**config.mk**
```make
export PLATFORM = sky130hd
export DESIGN_NAME = potential_field_avoidance_top
export DESIGN_NICKNAME = d
export VERILOG_FILES = /design/src/hw/rtl/pfa_pkg.sv /design/src/hw/rtl/pfa_regs.sv /design/src/hw/rtl/pfa_isqrt.sv /design/src/hw/rtl/pfa_div.sv /design/src/hw/rtl/potential_field_avoidance_top.sv
export SDC_FILE = /design/constraint.sdc
export NUM_CORES = 2
export LEC_CHECK = 0
export ABC_AREA = 1
export BUFFER_PORTS_ARGS = -buffer_cell sky130_fd_sc_hd__buf_2
export CORE_UTILIZATION = 40
export DETAILED_ROUTE_END_ITERATION = 12
export SYNTH_ARGS = -nofsm -noshare
export SYNTH_HDL_FRONTEND = slang
export SYNTH_SLANG_ARGS = --single-unit
```
**constraint.sdc**
```tcl
create_clock -name clk_i -period 23 [get_ports clk_i]
set_clock_uncertainty 0.2 [all_clocks]
set_input_delay 4.6 -clock clk_i [delete_from_list [all_inputs] [get_ports clk_i]]
set_output_delay 4.6 -clock clk_i [all_outputs]
set_load 0.02 [all_outputs]
```
**src/hw/rtl/pfa_pkg.sv**
```systemverilog
`timescale 1ns / 1ps

package pfa_pkg;

  // Register indexes on the configuration port (byte address = 4 * index)
  localparam logic RegRadius = 1'b0;
  localparam logic RegGain   = 1'b1;

  localparam logic [13:0] RadiusReset = 14'd1000;
  localparam logic [3:0]  GainReset   = 4'd2;

  // Obstacle kinds that repel
  localparam logic [2:0] KindSomeRobot = 3'd2;
  localparam logic [2:0] KindOpponent  = 3'd3;
  localparam logic [2:0] KindTeammate  = 3'd4;

  // Bit-serial unit lengths
  localparam int SqrtSteps = 16;
  localparam int DivSteps  = 34;
  localparam int SqrtCntW  = $clog2(SqrtSteps);
  localparam int DivCntW   = $clog2(DivSteps);

  typedef struct packed {
    logic signed [15:0] obstacle_x;
    logic signed [15:0] obstacle_y;
    logic [2:0]         obstacle_kind;
    logic signed [15:0] target_x;
    logic signed [15:0] target_y;
    logic               last;
  } in_t;

  typedef struct packed {
    logic signed [19:0] adjusted_x;
    logic signed [19:0] adjusted_y;
  } out_t;

  typedef struct packed {
    logic [13:0] influence_radius;
    logic [3:0]  repel_gain;
  } cfg_t;

endpackage

```
**src/hw/rtl/pfa_regs.sv**
```systemverilog
`timescale 1ns / 1ps

module pfa_regs import pfa_pkg::*; (
  input  logic        clk_i,
  input  logic        rst_ni,
  input  logic        psel,
  input  logic        penable,
  input  logic        pwrite,
  input  logic [2:0]  paddr,
  input  logic [31:0] pwdata,
  output logic [31:0] prdata,
  output logic        pready,
  output cfg_t        cfg_o
);

  cfg_t cfg_q;
  logic wr_en;
  logic reg_idx;

  assign pready  = 1'b1;
  assign wr_en   = psel && penable && pwrite;
  assign reg_idx = paddr[2];

  always_ff @(posedge clk_i or negedge rst_ni) begin
    if (!rst_ni) begin
      cfg_q.influence_radius <= RadiusReset;
      cfg_q.repel_gain       <= GainReset;
    end else if (wr_en) begin
      unique case (reg_idx)
        RegRadius: cfg_q.influence_radius <= pwdata[13:0];
        RegGain:   cfg_q.repel_gain       <= pwdata[3:0];
        default: ;
      endcase
    end
  end

  always_comb begin
    unique case (reg_idx)
      RegRadius: prdata = {18'd0, cfg_q.influence_radius};
      RegGain:   prdata = {28'd0, cfg_q.repel_gain};
      default:   prdata = 32'd0;
    endcase
  end

  assign cfg_o = cfg_q;

endmodule

```
**src/hw/rtl/pfa_isqrt.sv**
```systemverilog
`timescale 1ns / 1ps

module pfa_isqrt import pfa_pkg::*; (
  input  logic        clk_i,
  input  logic        rst_ni,
  input  logic        start_i,
  input  logic [31:0] value_i,
  output logic        done_o,
  output logic [15:0] root_o
);

  logic                busy_q;
  logic                done_q;
  logic [SqrtCntW-1:0] cnt_q;
  logic [31:0]         val_q;
  logic [16:0]         rem_q;
  logic [15:0]         root_q;
  logic [18:0]         rem_sh;
  logic [18:0]         trial;
  logic                fits;
  logic [18:0]         rem_new;

  // Bring down two radicand bits, try root*4+1; the remainder can reach 2*root
  assign rem_sh  = {rem_q, val_q[31:30]};
  assign trial   = {1'b0, root_q, 2'b01};
  assign fits    = rem_sh >= trial;
  assign rem_new = fits ? rem_sh - trial : rem_sh;

  always_ff @(posedge clk_i or negedge rst_ni) begin
    if (!rst_ni) begin
      busy_q <= 1'b0;
      done_q <= 1'b0;
      cnt_q  <= '0;
    end else if (start_i) begin
      busy_q <= 1'b1;
      done_q <= 1'b0;
      cnt_q  <= SqrtCntW'(SqrtSteps - 1);
    end else if (busy_q) begin
      cnt_q <= cnt_q - 1'b1;
      if (cnt_q == '0) begin
        busy_q <= 1'b0;
        done_q <= 1'b1;
      end
    end else begin
      done_q <= 1'b0;
    end
  end

  always_ff @(posedge clk_i) begin
    if (start_i) begin
      val_q  <= value_i;
      rem_q  <= '0;
      root_q <= '0;
    end else if (busy_q) begin
      val_q  <= {val_q[29:0], 2'b00};
      rem_q  <= rem_new[16:0];
      root_q <= {root_q[14:0], fits};
    end
  end

  assign done_o = done_q;
  assign root_o = root_q;

endmodule

```
**src/hw/rtl/pfa_div.sv**
```systemverilog
`timescale 1ns / 1ps

module pfa_div import pfa_pkg::*; (
  input  logic        clk_i,
  input  logic        rst_ni,
  input  logic        start_i,
  input  logic [33:0] dividend_i,
  input  logic [13:0] divisor_i,
  output logic        done_o,
  output logic [33:0] quot_o
);

  logic               busy_q;
  logic               done_q;
  logic [DivCntW-1:0] cnt_q;
  logic [33:0]        quo_q;
  logic [13:0]        rem_q;
  logic [13:0]        div_q;
  logic [14:0]        rem_sh;
  logic               fits;
  logic [14:0]        rem_new;

  // Restoring step: shift in next dividend bit, subtract when it fits
  assign rem_sh  = {rem_q, quo_q[33]};
  assign fits    = rem_sh >= {1'b0, div_q};
  assign rem_new = fits ? rem_sh - {1'b0, div_q} : rem_sh;

  always_ff @(posedge clk_i or negedge rst_ni) begin
    if (!rst_ni) begin
      busy_q <= 1'b0;
      done_q <= 1'b0;
      cnt_q  <= '0;
    end else if (start_i) begin
      busy_q <= 1'b1;
      done_q <= 1'b0;
      cnt_q  <= DivCntW'(DivSteps - 1);
    end else if (busy_q) begin
      cnt_q <= cnt_q - 1'b1;
      if (cnt_q == '0) begin
        busy_q <= 1'b0;
        done_q <= 1'b1;
      end
    end else begin
      done_q <= 1'b0;
    end
  end

  always_ff @(posedge clk_i) begin
    if (start_i) begin
      quo_q <= dividend_i;
      rem_q <= '0;
      div_q <= divisor_i;
    end else if (busy_q) begin
      quo_q <= {quo_q[32:0], fits};
      rem_q <= rem_new[13:0];
    end
  end

  assign done_o = done_q;
  assign quot_o = quo_q;

endmodule

```
**src/hw/rtl/potential_field_avoidance_top.sv**
```systemverilog
`timescale 1ns / 1ps

// Potential-field obstacle repulsion. Feed one obstacle per input transaction
// (robot-relative position in mm, kind, target, last flag). Robot kinds (some
// robot, opponent, teammate) at a floored distance d with 0 < d < radius add
// -pos*(radius-d)*gain/d, truncated toward zero, to a 24-bit saturating 2-D sum.
// The transaction with last set emits one output transaction, target plus sum
// saturated to 20 bits, and clears the sum; send an empty list as one
// non-robot item with last set. The block takes one obstacle at a time and
// drops in_ready_o while it works: a non-robot obstacle goes straight to the
// final state, a robot obstacle outside the radius waits on the bit-serial
// square root (16 steps), and a repelling one also runs two passes of the
// bit-serial divider (34 steps each), with one 17x18 multiplier shared for
// the squares, the scale and both numerators. A result waiting on the output
// does not block the next input transaction; only a second last item stalls
// in its final state until the output frees up.
// Configuration: influence_radius at address 0, repel_gain at address 4.

module potential_field_avoidance_top import pfa_pkg::*; (
  input  logic        clk_i,
  input  logic        rst_ni,
  input  logic        in_valid_i,
  output logic        in_ready_o,
  input  in_t         in_data_i,
  output logic        out_valid_o,
  input  logic        out_ready_i,
  output out_t        out_data_o,
  input  logic        psel,
  input  logic        penable,
  input  logic        pwrite,
  input  logic [2:0]  paddr,
  input  logic [31:0] pwdata,
  output logic [31:0] prdata,
  output logic        pready
);

  typedef enum logic [9:0] {
    S_IDLE   = 10'b00_0000_0001,
    S_SQX    = 10'b00_0000_0010,
    S_SQY    = 10'b00_0000_0100,
    S_ROOT   = 10'b00_0000_1000,
    S_SCALE  = 10'b00_0001_0000,
    S_MULX   = 10'b00_0010_0000,
    S_DIVX   = 10'b00_0100_0000,
    S_MULY   = 10'b00_1000_0000,
    S_DIVY   = 10'b01_0000_0000,
    S_FINISH = 10'b10_0000_0000
  } state_e;

  state_e state_q, state_d;

  cfg_t cfg;

  // Captured item
  logic [16:0]        ax_q, ay_q;     // magnitudes of the obstacle position
  logic               xneg_q, yneg_q;
  logic signed [15:0] tx_q, ty_q;
  logic               last_q;

  logic [31:0]        sq_q;
  logic [15:0]        d_q;
  logic [17:0]        scale_q;
  logic signed [23:0] sum_x_q, sum_y_q;

  out_t out_q;
  logic out_valid_q;

  // Shared multiplier
  logic [16:0] mul_a;
  logic [17:0] mul_b;
  logic [34:0] mul_p;

  logic        sqrt_start, sqrt_done;
  logic [31:0] sqrt_val;
  logic [15:0] sqrt_root;
  logic        div_start, div_done;
  logic [33:0] div_quot;

  logic        accept;
  logic        in_range;
  logic        emit;
  out_t        adj;
  logic [16:0] in_x_ext, in_y_ext;

  function automatic logic signed [23:0] sat_add(logic signed [23:0] s,
                                                 logic [33:0] q, logic neg);
    logic signed [35:0] term;
    logic signed [35:0] acc;
    begin
      term = neg ? $signed({2'b00, q}) : -$signed({2'b00, q});
      acc  = 36'(s) + term;
      if (acc > 36'sd8388607) begin
        sat_add = 24'sd8388607;
      end else if (acc < -36'sd8388608) begin
        sat_add = -24'sd8388608;
      end else begin
        sat_add = acc[23:0];
      end
    end
  endfunction

  function automatic logic signed [19:0] sat_out(logic signed [15:0] t,
                                                 logic signed [23:0] s);
    logic signed [24:0] acc;
    begin
      acc = 25'(t) + 25'(s);
      if (acc > 25'sd524287) begin
        sat_out = 20'sd524287;
      end else if (acc < -25'sd524288) begin
        sat_out = -20'sd524288;
      end else begin
        sat_out = acc[19:0];
      end
    end
  endfunction

  pfa_regs u_regs (
    .clk_i   (clk_i),
    .rst_ni  (rst_ni),
    .psel    (psel),
    .penable (penable),
    .pwrite  (pwrite),
    .paddr   (paddr),
    .pwdata  (pwdata),
    .prdata  (prdata),
    .pready  (pready),
    .cfg_o   (cfg)
  );

  pfa_isqrt u_isqrt (
    .clk_i   (clk_i),
    .rst_ni  (rst_ni),
    .start_i (sqrt_start),
    .value_i (sqrt_val),
    .done_o  (sqrt_done),
    .root_o  (sqrt_root)
  );

  pfa_div u_div (
    .clk_i      (clk_i),
    .rst_ni     (rst_ni),
    .start_i    (div_start),
    .dividend_i (mul_p[33:0]),
    .divisor_i  (d_q[13:0]),
    .done_o     (div_done),
    .quot_o     (div_quot)
  );

  assign in_ready_o = (state_q == S_IDLE);
  assign accept     = in_valid_i && in_ready_o;

  assign in_x_ext = {in_data_i.obstacle_x[15], in_data_i.obstacle_x};
  assign in_y_ext = {in_data_i.obstacle_y[15], in_data_i.obstacle_y};

  // Route the shared multiplier by sequencer step
  always_comb begin
    unique case (state_q)
      S_SQX: begin
        mul_a = ax_q;
        mul_b = {1'b0, ax_q};
      end
      S_SQY: begin
        mul_a = ay_q;
        mul_b = {1'b0, ay_q};
      end
      S_SCALE: begin
        mul_a = {3'b000, cfg.influence_radius - d_q[13:0]};
        mul_b = {14'd0, cfg.repel_gain};
      end
      S_MULX: begin
        mul_a = ax_q;
        mul_b = scale_q;
      end
      S_MULY: begin
        mul_a = ay_q;
        mul_b = scale_q;
      end
      default: begin
        mul_a = '0;
        mul_b = '0;
      end
    endcase
  end

  assign mul_p = 35'(mul_a) * 35'(mul_b);

  // Start the root as the second square lands; start a divide off each numerator
  assign sqrt_start = (state_q == S_SQY);
  assign sqrt_val   = sq_q + mul_p[31:0];
  assign div_start  = (state_q == S_MULX) || (state_q == S_MULY);

  assign in_range = (sqrt_root != 16'd0) && (sqrt_root < {2'b00, cfg.influence_radius});

  // Emit on a last item once the output register is free
  assign emit = (state_q == S_FINISH) && last_q && (!out_valid_q || out_ready_i);

  assign adj.adjusted_x = sat_out(tx_q, sum_x_q);
  assign adj.adjusted_y = sat_out(ty_q, sum_y_q);

  always_comb begin
    state_d = state_q;
    unique case (state_q)
      S_IDLE: begin
        if (accept) begin
          state_d = S_FINISH;
          if ((in_data_i.obstacle_kind == KindSomeRobot) ||
              (in_data_i.obstacle_kind == KindOpponent) ||
              (in_data_i.obstacle_kind == KindTeammate)) begin
            state_d = S_SQX;
          end
        end
      end
      S_SQX:   state_d = S_SQY;
      S_SQY:   state_d = S_ROOT;
      S_ROOT: begin
        if (sqrt_done) begin
          state_d = in_range ? S_SCALE : S_FINISH;
        end
      end
      S_SCALE: state_d = S_MULX;
      S_MULX:  state_d = S_DIVX;
      S_DIVX: begin
        if (div_done) begin
          state_d = S_MULY;
        end
      end
      S_MULY:  state_d = S_DIVY;
      S_DIVY: begin
        if (div_done) begin
          state_d = S_FINISH;
        end
      end
      S_FINISH: begin
        if (!last_q || emit) begin
          state_d = S_IDLE;
        end
      end
      default: state_d = S_IDLE;
    endcase
  end

  // Control: state, sums and output valid
  always_ff @(posedge clk_i or negedge rst_ni) begin
    if (!rst_ni) begin
      state_q     <= S_IDLE;
      sum_x_q     <= '0;
      sum_y_q     <= '0;
      out_valid_q <= 1'b0;
    end else begin
      state_q <= state_d;
      if ((state_q == S_DIVX) && div_done) begin
        sum_x_q <= sat_add(sum_x_q, div_quot, xneg_q);
      end
      if ((state_q == S_DIVY) && div_done) begin
        sum_y_q <= sat_add(sum_y_q, div_quot, yneg_q);
      end
      if (emit) begin
        sum_x_q     <= '0;
        sum_y_q     <= '0;
        out_valid_q <= 1'b1;
      end else if (out_ready_i) begin
        out_valid_q <= 1'b0;
      end
    end
  end

  // Datapath registers: hold the item and intermediate results
  always_ff @(posedge clk_i) begin
    if (accept) begin
      ax_q    <= in_data_i.obstacle_x[15] ? 17'(-in_x_ext) : in_x_ext;
      ay_q    <= in_data_i.obstacle_y[15] ? 17'(-in_y_ext) : in_y_ext;
      xneg_q  <= in_data_i.obstacle_x[15];
      yneg_q  <= in_data_i.obstacle_y[15];
      tx_q    <= in_data_i.target_x;
      ty_q    <= in_data_i.target_y;
      last_q  <= in_data_i.last;
    end
    if (state_q == S_SQX) begin
      sq_q    <= mul_p[31:0];
    end
    if ((state_q == S_ROOT) && sqrt_done) begin
      d_q <= sqrt_root;
    end
    if (state_q == S_SCALE) begin
      scale_q <= mul_p[17:0];
    end
    if (emit) begin
      out_q <= adj;
    end
  end

  assign out_valid_o = out_valid_q;
  assign out_data_o  = out_q;

endmodule
```
---- After elaboration in Yosys (flattened, before gate mapping) ----
Cells that the tools add are included.
W data, S select, Z words.
word-level totals
  bits in registers ....................... 391
  output and inout port bits .............. 75
  word-level logic and storage cells ...... 157
cells by class
  add/subtract/negate cells ............... 13
  multipliers ............................. 1
  order comparisons ....................... 11
  eq/ne operators ......................... 20
  muxes and demuxes ....................... 49
  bitwise operators ....................... 1
  reductions and logical operators ........ 30
operator list
  kind                    count
  $mux W24                8
  $pmux W10 S10           1
  $add A24 B36 Y36        2
  $gt A36 B24 Y1 const B  2
  $lt A36 B24 Y1 const B  2
  $mux W36                2
  $pmux W18 S4            1
  $mux W10                7
  $mux W34                2
  $mux W32                2
  $pmux W32 S2            1
  $pmux W17 S3            1
  $add A16 B24 Y25        2
  $gt A25 B20 Y1 const B  2
  $lt A25 B20 Y1 const B  2
  $mux W20                2
  $neg A34 Y36            1
  $mul A17 B18 Y34        1
  $neg A17 Y17            2
  $add A32 B32 Y32        1
  $mux W15                2
  $sub A14 B14 Y14        2
  $ge A19 B18 Y1          1
  $mux W17                1
  34 further kinds        75

---- Depth between registers and ports, before layout ----
  depth in word-level cells ............... 8
  gate-level depth with buffers ........... 49

---- By module ----
A second synthesis with hierarchy kept.
unflattened totals
  cells, all modules ...................... 5557
  area total of the unflattened synthesis .. 40598.9 sq um
modules (own cells, without submodules)
  module                         instances  cells each  area each (sq um)  sequential area each (sq um)
  potential_field_avoidance_top  1          4405        31755.5            6672.6
  pfa_isqrt                      1          549         3986.3             1771.7
  pfa_div                        1          467         3836.2             1921.8
  pfa_regs                       1          136         1021.0             459.2

---- Worst setup path after synthesis ----
Ideal clock, no wire load.
  kind .................................... input-to-output
  start ................................... in paddr[2]
  end ..................................... out prdata[10]
  arrival ................................. 5.291 ns
  data required time ...................... 18.200 ns
  slack ................................... 12.909 ns
  stages on the path ...................... 3
  path buffers ............................ 2
  cell sequence ........................... clkbuf_1 clkbuf_1 nor2_1
on the way
  cells in the longest elaborated chain, start to end .. 2
ends and longest elaborated chain
  what              RTL line                             RTL
  from (decl)       potential_field_avoidance_top.sv:31  input logic [2:0] paddr,
  $not A1 Y1        pfa_regs.sv:38                       unique case (reg_idx)
  $pmux W32 S2 (*)  pfa_regs.sv:38
  to (decl)         potential_field_avoidance_top.sv:33  output logic [31:0] prdata,
Mark *: on every way between the ends. The rest lies on a longest branch, timed or not. The select of a mux whose other input is x is not followed.

---- Final worst setup path ----
  start ................................... reg state_q[0]
  end ..................................... reg u_isqrt.val_q[31], data pin
on the way
  cells in the longest elaborated chain, start to end .. 6
ends and longest elaborated chain
  what                                          RTL line                              RTL
  from (decl)                                   potential_field_avoidance_top.sv:50   state_e state_q, state_d;
  from (signal assigned)                        potential_field_avoidance_top.sv:250  state_q <= state_d;
  $eq A10 B6 Y1, or another cell as far along   potential_field_avoidance_top.sv:157  unique case (state_q)
  $reduce_or A2 Y1 (no line)                    n/a
  $pmux W18 S4 or $pmux W17 S3 (tied branches)  potential_field_avoidance_top.sv:157
  $mul A17 B18 Y34 (*)                          potential_field_avoidance_top.sv:185  assign mul_p = 35'(mul_a) * 35'(mul_b);
  net mul_p[26]                                 potential_field_avoidance_top.sv:71   logic [34:0] mul_p;
  $add A32 B32 Y32 (*)                          potential_field_avoidance_top.sv:189  assign sqrt_val = sq_q + mul_p[31:0];
  $mux W32 (*)                                  pfa_isqrt.sv:50                       if (start_i) begin
  to (signal assigned)                          pfa_isqrt.sv:51                       val_q <= value_i;
  to (signal assigned)                          pfa_isqrt.sv:55                       val_q <= {val_q[29:0], 2'b00};
  to (decl)                                     pfa_isqrt.sv:15                       logic [31:0] val_q;
The timed path passes the listed nets; every way through them passes the cells marked *.
A chain may end at the register's enable or synchronous reset.

==> out/qor.csv <==
stage,metric,value,unit
sta,final_max_slew_viol_count,0,
logic_synthesis,synth_area_leaders,"edfxtp_1 (19%), nand2_1 (15%), fa_1 (12%), ha_1 (10%), inv_1 (8.2%)",
global_route,grt_overflow,0,
routing,wire_per_inst,16.8,microns
floorplanning,fp.dieArea,100000,sq um
global_route,grt_pass1_vias,33400,
routing,vias_per_cell,5.04,
worst_setup_path,critPathKind,register to register,
cts,clockBufferDepth,3,
power,p_sw_share,45.9,%
power,p_sw,1690,uW
cts,path_clk_slew,0.07,ns
logic_synthesis,synth_area,39500,sq um
logic_synthesis,ys_warn_count,0,
run,maxCapViolCount,0,
routing,drcViolationCount,0,
run_status,outcome,finished clean,
power,p_seq_share,27.8,%
sta,hold_viol,0,
global_route,grt_max_degree,65,
logic_synthesis,synth_ff_type,edfxtp_1,
worst_setup_path,cpMostUsedCell,fa_1,
sta,finalSetupViolCount,0,
cts,cts_tree,done,
cts,clock_sinks,391,
layout,fin_area,43000,sq um
logic_synthesis,yosys_register_bits,391,
routing,drtIter0Drc,2158,
logic_synthesis,yosysTopAreaCell,edfxtp_1,
floorplanning,die_h,316,microns
cts,cts_setup_buffers,0,
logic_synthesis,avgSynthCellArea,7.43,sq um
power,p_int,1990,uW
routing,vias,34000,
sta,period_share,47.5,%
cts,holdBufCountCts,0,
logic_synthesis,ys_seq_area_share,27.4,%
routing,final_antenna_net_count,0,
floorplanning,die_x,316,microns
routing,drt_first_pass_iters,6,
cts,cts_buffers,48,
power,ir_worst_vdd,0.0658,mV
placed_design,place_area,41400,sq um
global_route,grt_pass1_wl,181,mm
layout,n_fill_cell,10000,
sta,timing.setup.tns,0,ns
layout,syn2layout_area_growth,8.92,%
sta,worst_slew_pin_slew,1.21,ns
worst_setup_path,cp_slowest_cell,a31oi_2,
layout,layout-drive-gt1-share,7.32,%
cts,root_buffer,clkbuf_16,
routing,drt_wl_total,113,mm
global_route,grt_usage,22.9,%
power,p_leak,0.0217,uW
cts,clk_latency,0.62,ns
logic_synthesis,yosys.area.top_type_share,19.2,%
logic_synthesis,synthArstFlopShare,23.3,%
power,powerDensity,85.4,nW/um^2
sta,rsz0062_at_grt,false,
cts,post_cts_resized,0,
worst_setup_path,cp.required,23.12,ns
power,power_frac_comb,51.3,%
worst_setup_path,rrSetupSlack,12.07,ns
placed_design,portBuffers,145,
floorplanning,ios,185,
worst_setup_path,cp-end-kind,register,
worst_setup_path,path_max_fanout,38,
cts,h-tree-depth,2,
sta,slew_headroom,19.2,%
layout,nets,6105,
layout,antenna_cells,0,
global_route,antenna_found_initial,1,
worst_setup_path,cpPeakStageDelay,0.80,ns
placed_design,routabilityCongestion,0.944,
power,p_clk_share,20.9,%
layout,mostFrequentLayoutCell,nand2_1,
floorplanning,start_util,40.6,%
logic_synthesis,synth_cell_types,72,
worst_setup_path,critPathArrivalTime,11.04,ns
floorplanning,num_rows,114,
floorplanning,core_area,97300,sq um
sta,fmax,0.0915,GHz
logic_synthesis,synth_edf_count,253,
worst_hold_path,hold_path_class,register to register,
layout,final_cell_mix,"nand2_1 (1,561), inv_1 (858), nor2_1 (417)",
logic_synthesis,synthCells,5315,
worst_setup_path,crit_path_start_kind,register,
placed_design,dpl.hpwl,91.8,mm
sta,min_period,10.93,ns
## layout make-up
type	instances	area (sq um)	share of cell area [%]
timing repair buffer	168	901	2.09
sequential	391	10800	25.2
multi-input combinational	3895	24700	57.3
clock buffer	53	1220	2.83
clock inverter	36	369	0.858
tap	1276	1600	3.71
inverter	924	3470	8.06
## logic make-up (layout without fill, tap and decap cells)
logic type      Yosys count  count (layout)  share of synthesized area, %
fa+ha+maj               567             567                          22.6
flops                   391             391                          27.4
xor+xnor                210             210                          4.69
buf+inv                1048            1181                          10.4
simple gates           2354            2354                          24.2
compound gates          743             743                          10.6
other cells               2              21                        0.0190
## critical path, delay by kind of cell (launching register included)
kind,cells,cell delay [ns]
buffers and inverters,7,1.34
AO/OA/AOI/OAI,6,1.87
adder cells (fa/ha/maj),8,3.84
flip-flops,1,0.59
AND/OR/NAND/NOR,13,2.36
XOR/XNOR,1,0.40
## metal layers
layer	wire length [microns]	share of wire (%)	GRT usage, %
met1	51300	45	30.1
met2	53300	47	39.4
met3	4850	4.3	2.49
met4	3620	3.2	6.94
met5	0	0	0
## state kept, by name, indices dropped and copies added (netlist names), 17 cells and up
signal	cells
out_data_o	40
u_div.quot_o	34
sq_q	32
u_isqrt.val_q	32
sum_x_q	24
sum_y_q	24
scale_q	18
u_regs.cfg_o	18
ax_q	17
ay_q	17
u_isqrt.rem_q	17
## cells in the mapped netlist (8+ instances only)
library cell	number
nand2_1	1562
inv_1	859
nor2_1	419
ha_1	322
a21oi_1	285
o21ai_0	259
edfxtp_1	253
fa_1	245
nand3_1	182
xor2_1	134
dfrtp_1	83
xnor2_1	74
inv_2	61
clkbuf_1	47
dfxtp_1	47
nor3_1	46
nand4_1	43
o22ai_1	39
buf_2	37
buf_4	29
o21bai_1	28
a31oi_1	26
or2_2	21
nor4_1	19
o21ai_1	17
a21o_1	15
nand2_2	14
nor2_2	12
o211ai_1	9
o31ai_1	9
dfstp_2	8
nand3b_1	8
## through the flow
step / util (%) / instances / hold slack [ns] / setup WS (ns) / total power (uW)
after floorplan: - / 5334 / 0.226 / 12.91 / 2490
after global placement: 42.6 / 6654 / 0.249 / 12.02 / 2900
after detailed placement: 42.6 / 6654 / 0.263 / 12.09 / 2920
after CTS: 44.2 / 6743 / 0.276 / 12.01 / 3700
after global routing: 44.2 / 6743 / 0.293 / 11.38 / 4010
final: 44.2 / 6743 / 0.272 / 12.07 / 3680
## power groups by stage
stage / Sequential, uW / Combinational, uW / Clock [uW]
6_report: 1020 / 1890 / 767
5_1_grt: 1040 / 2150 / 813
4_1_cts: 1020 / 1890 / 786
3_5_place_dp: 1040 / 1880 / 0
3_3_place_gp: 1030 / 1870 / 0
2_1_floorplan: 1010 / 1480 / 0
## final timing paths
path                              startpoint                end  cells after the start
max in group asynchronous             rst_ni        sum_y_q[15]                      2
max reg2reg                       state_q[0]  u_isqrt.val_q[31]                     35
max                               state_q[0]  u_isqrt.val_q[31]                     35
min in group asynchronous             rst_ni    u_regs.cfg_o[0]                      1
min                        u_isqrt.rem_q[14]  u_isqrt.rem_q[14]                      2
min reg2reg                u_isqrt.rem_q[14]  u_isqrt.rem_q[14]                      2
Note: power is estimated with default switching activity, not from simulation.
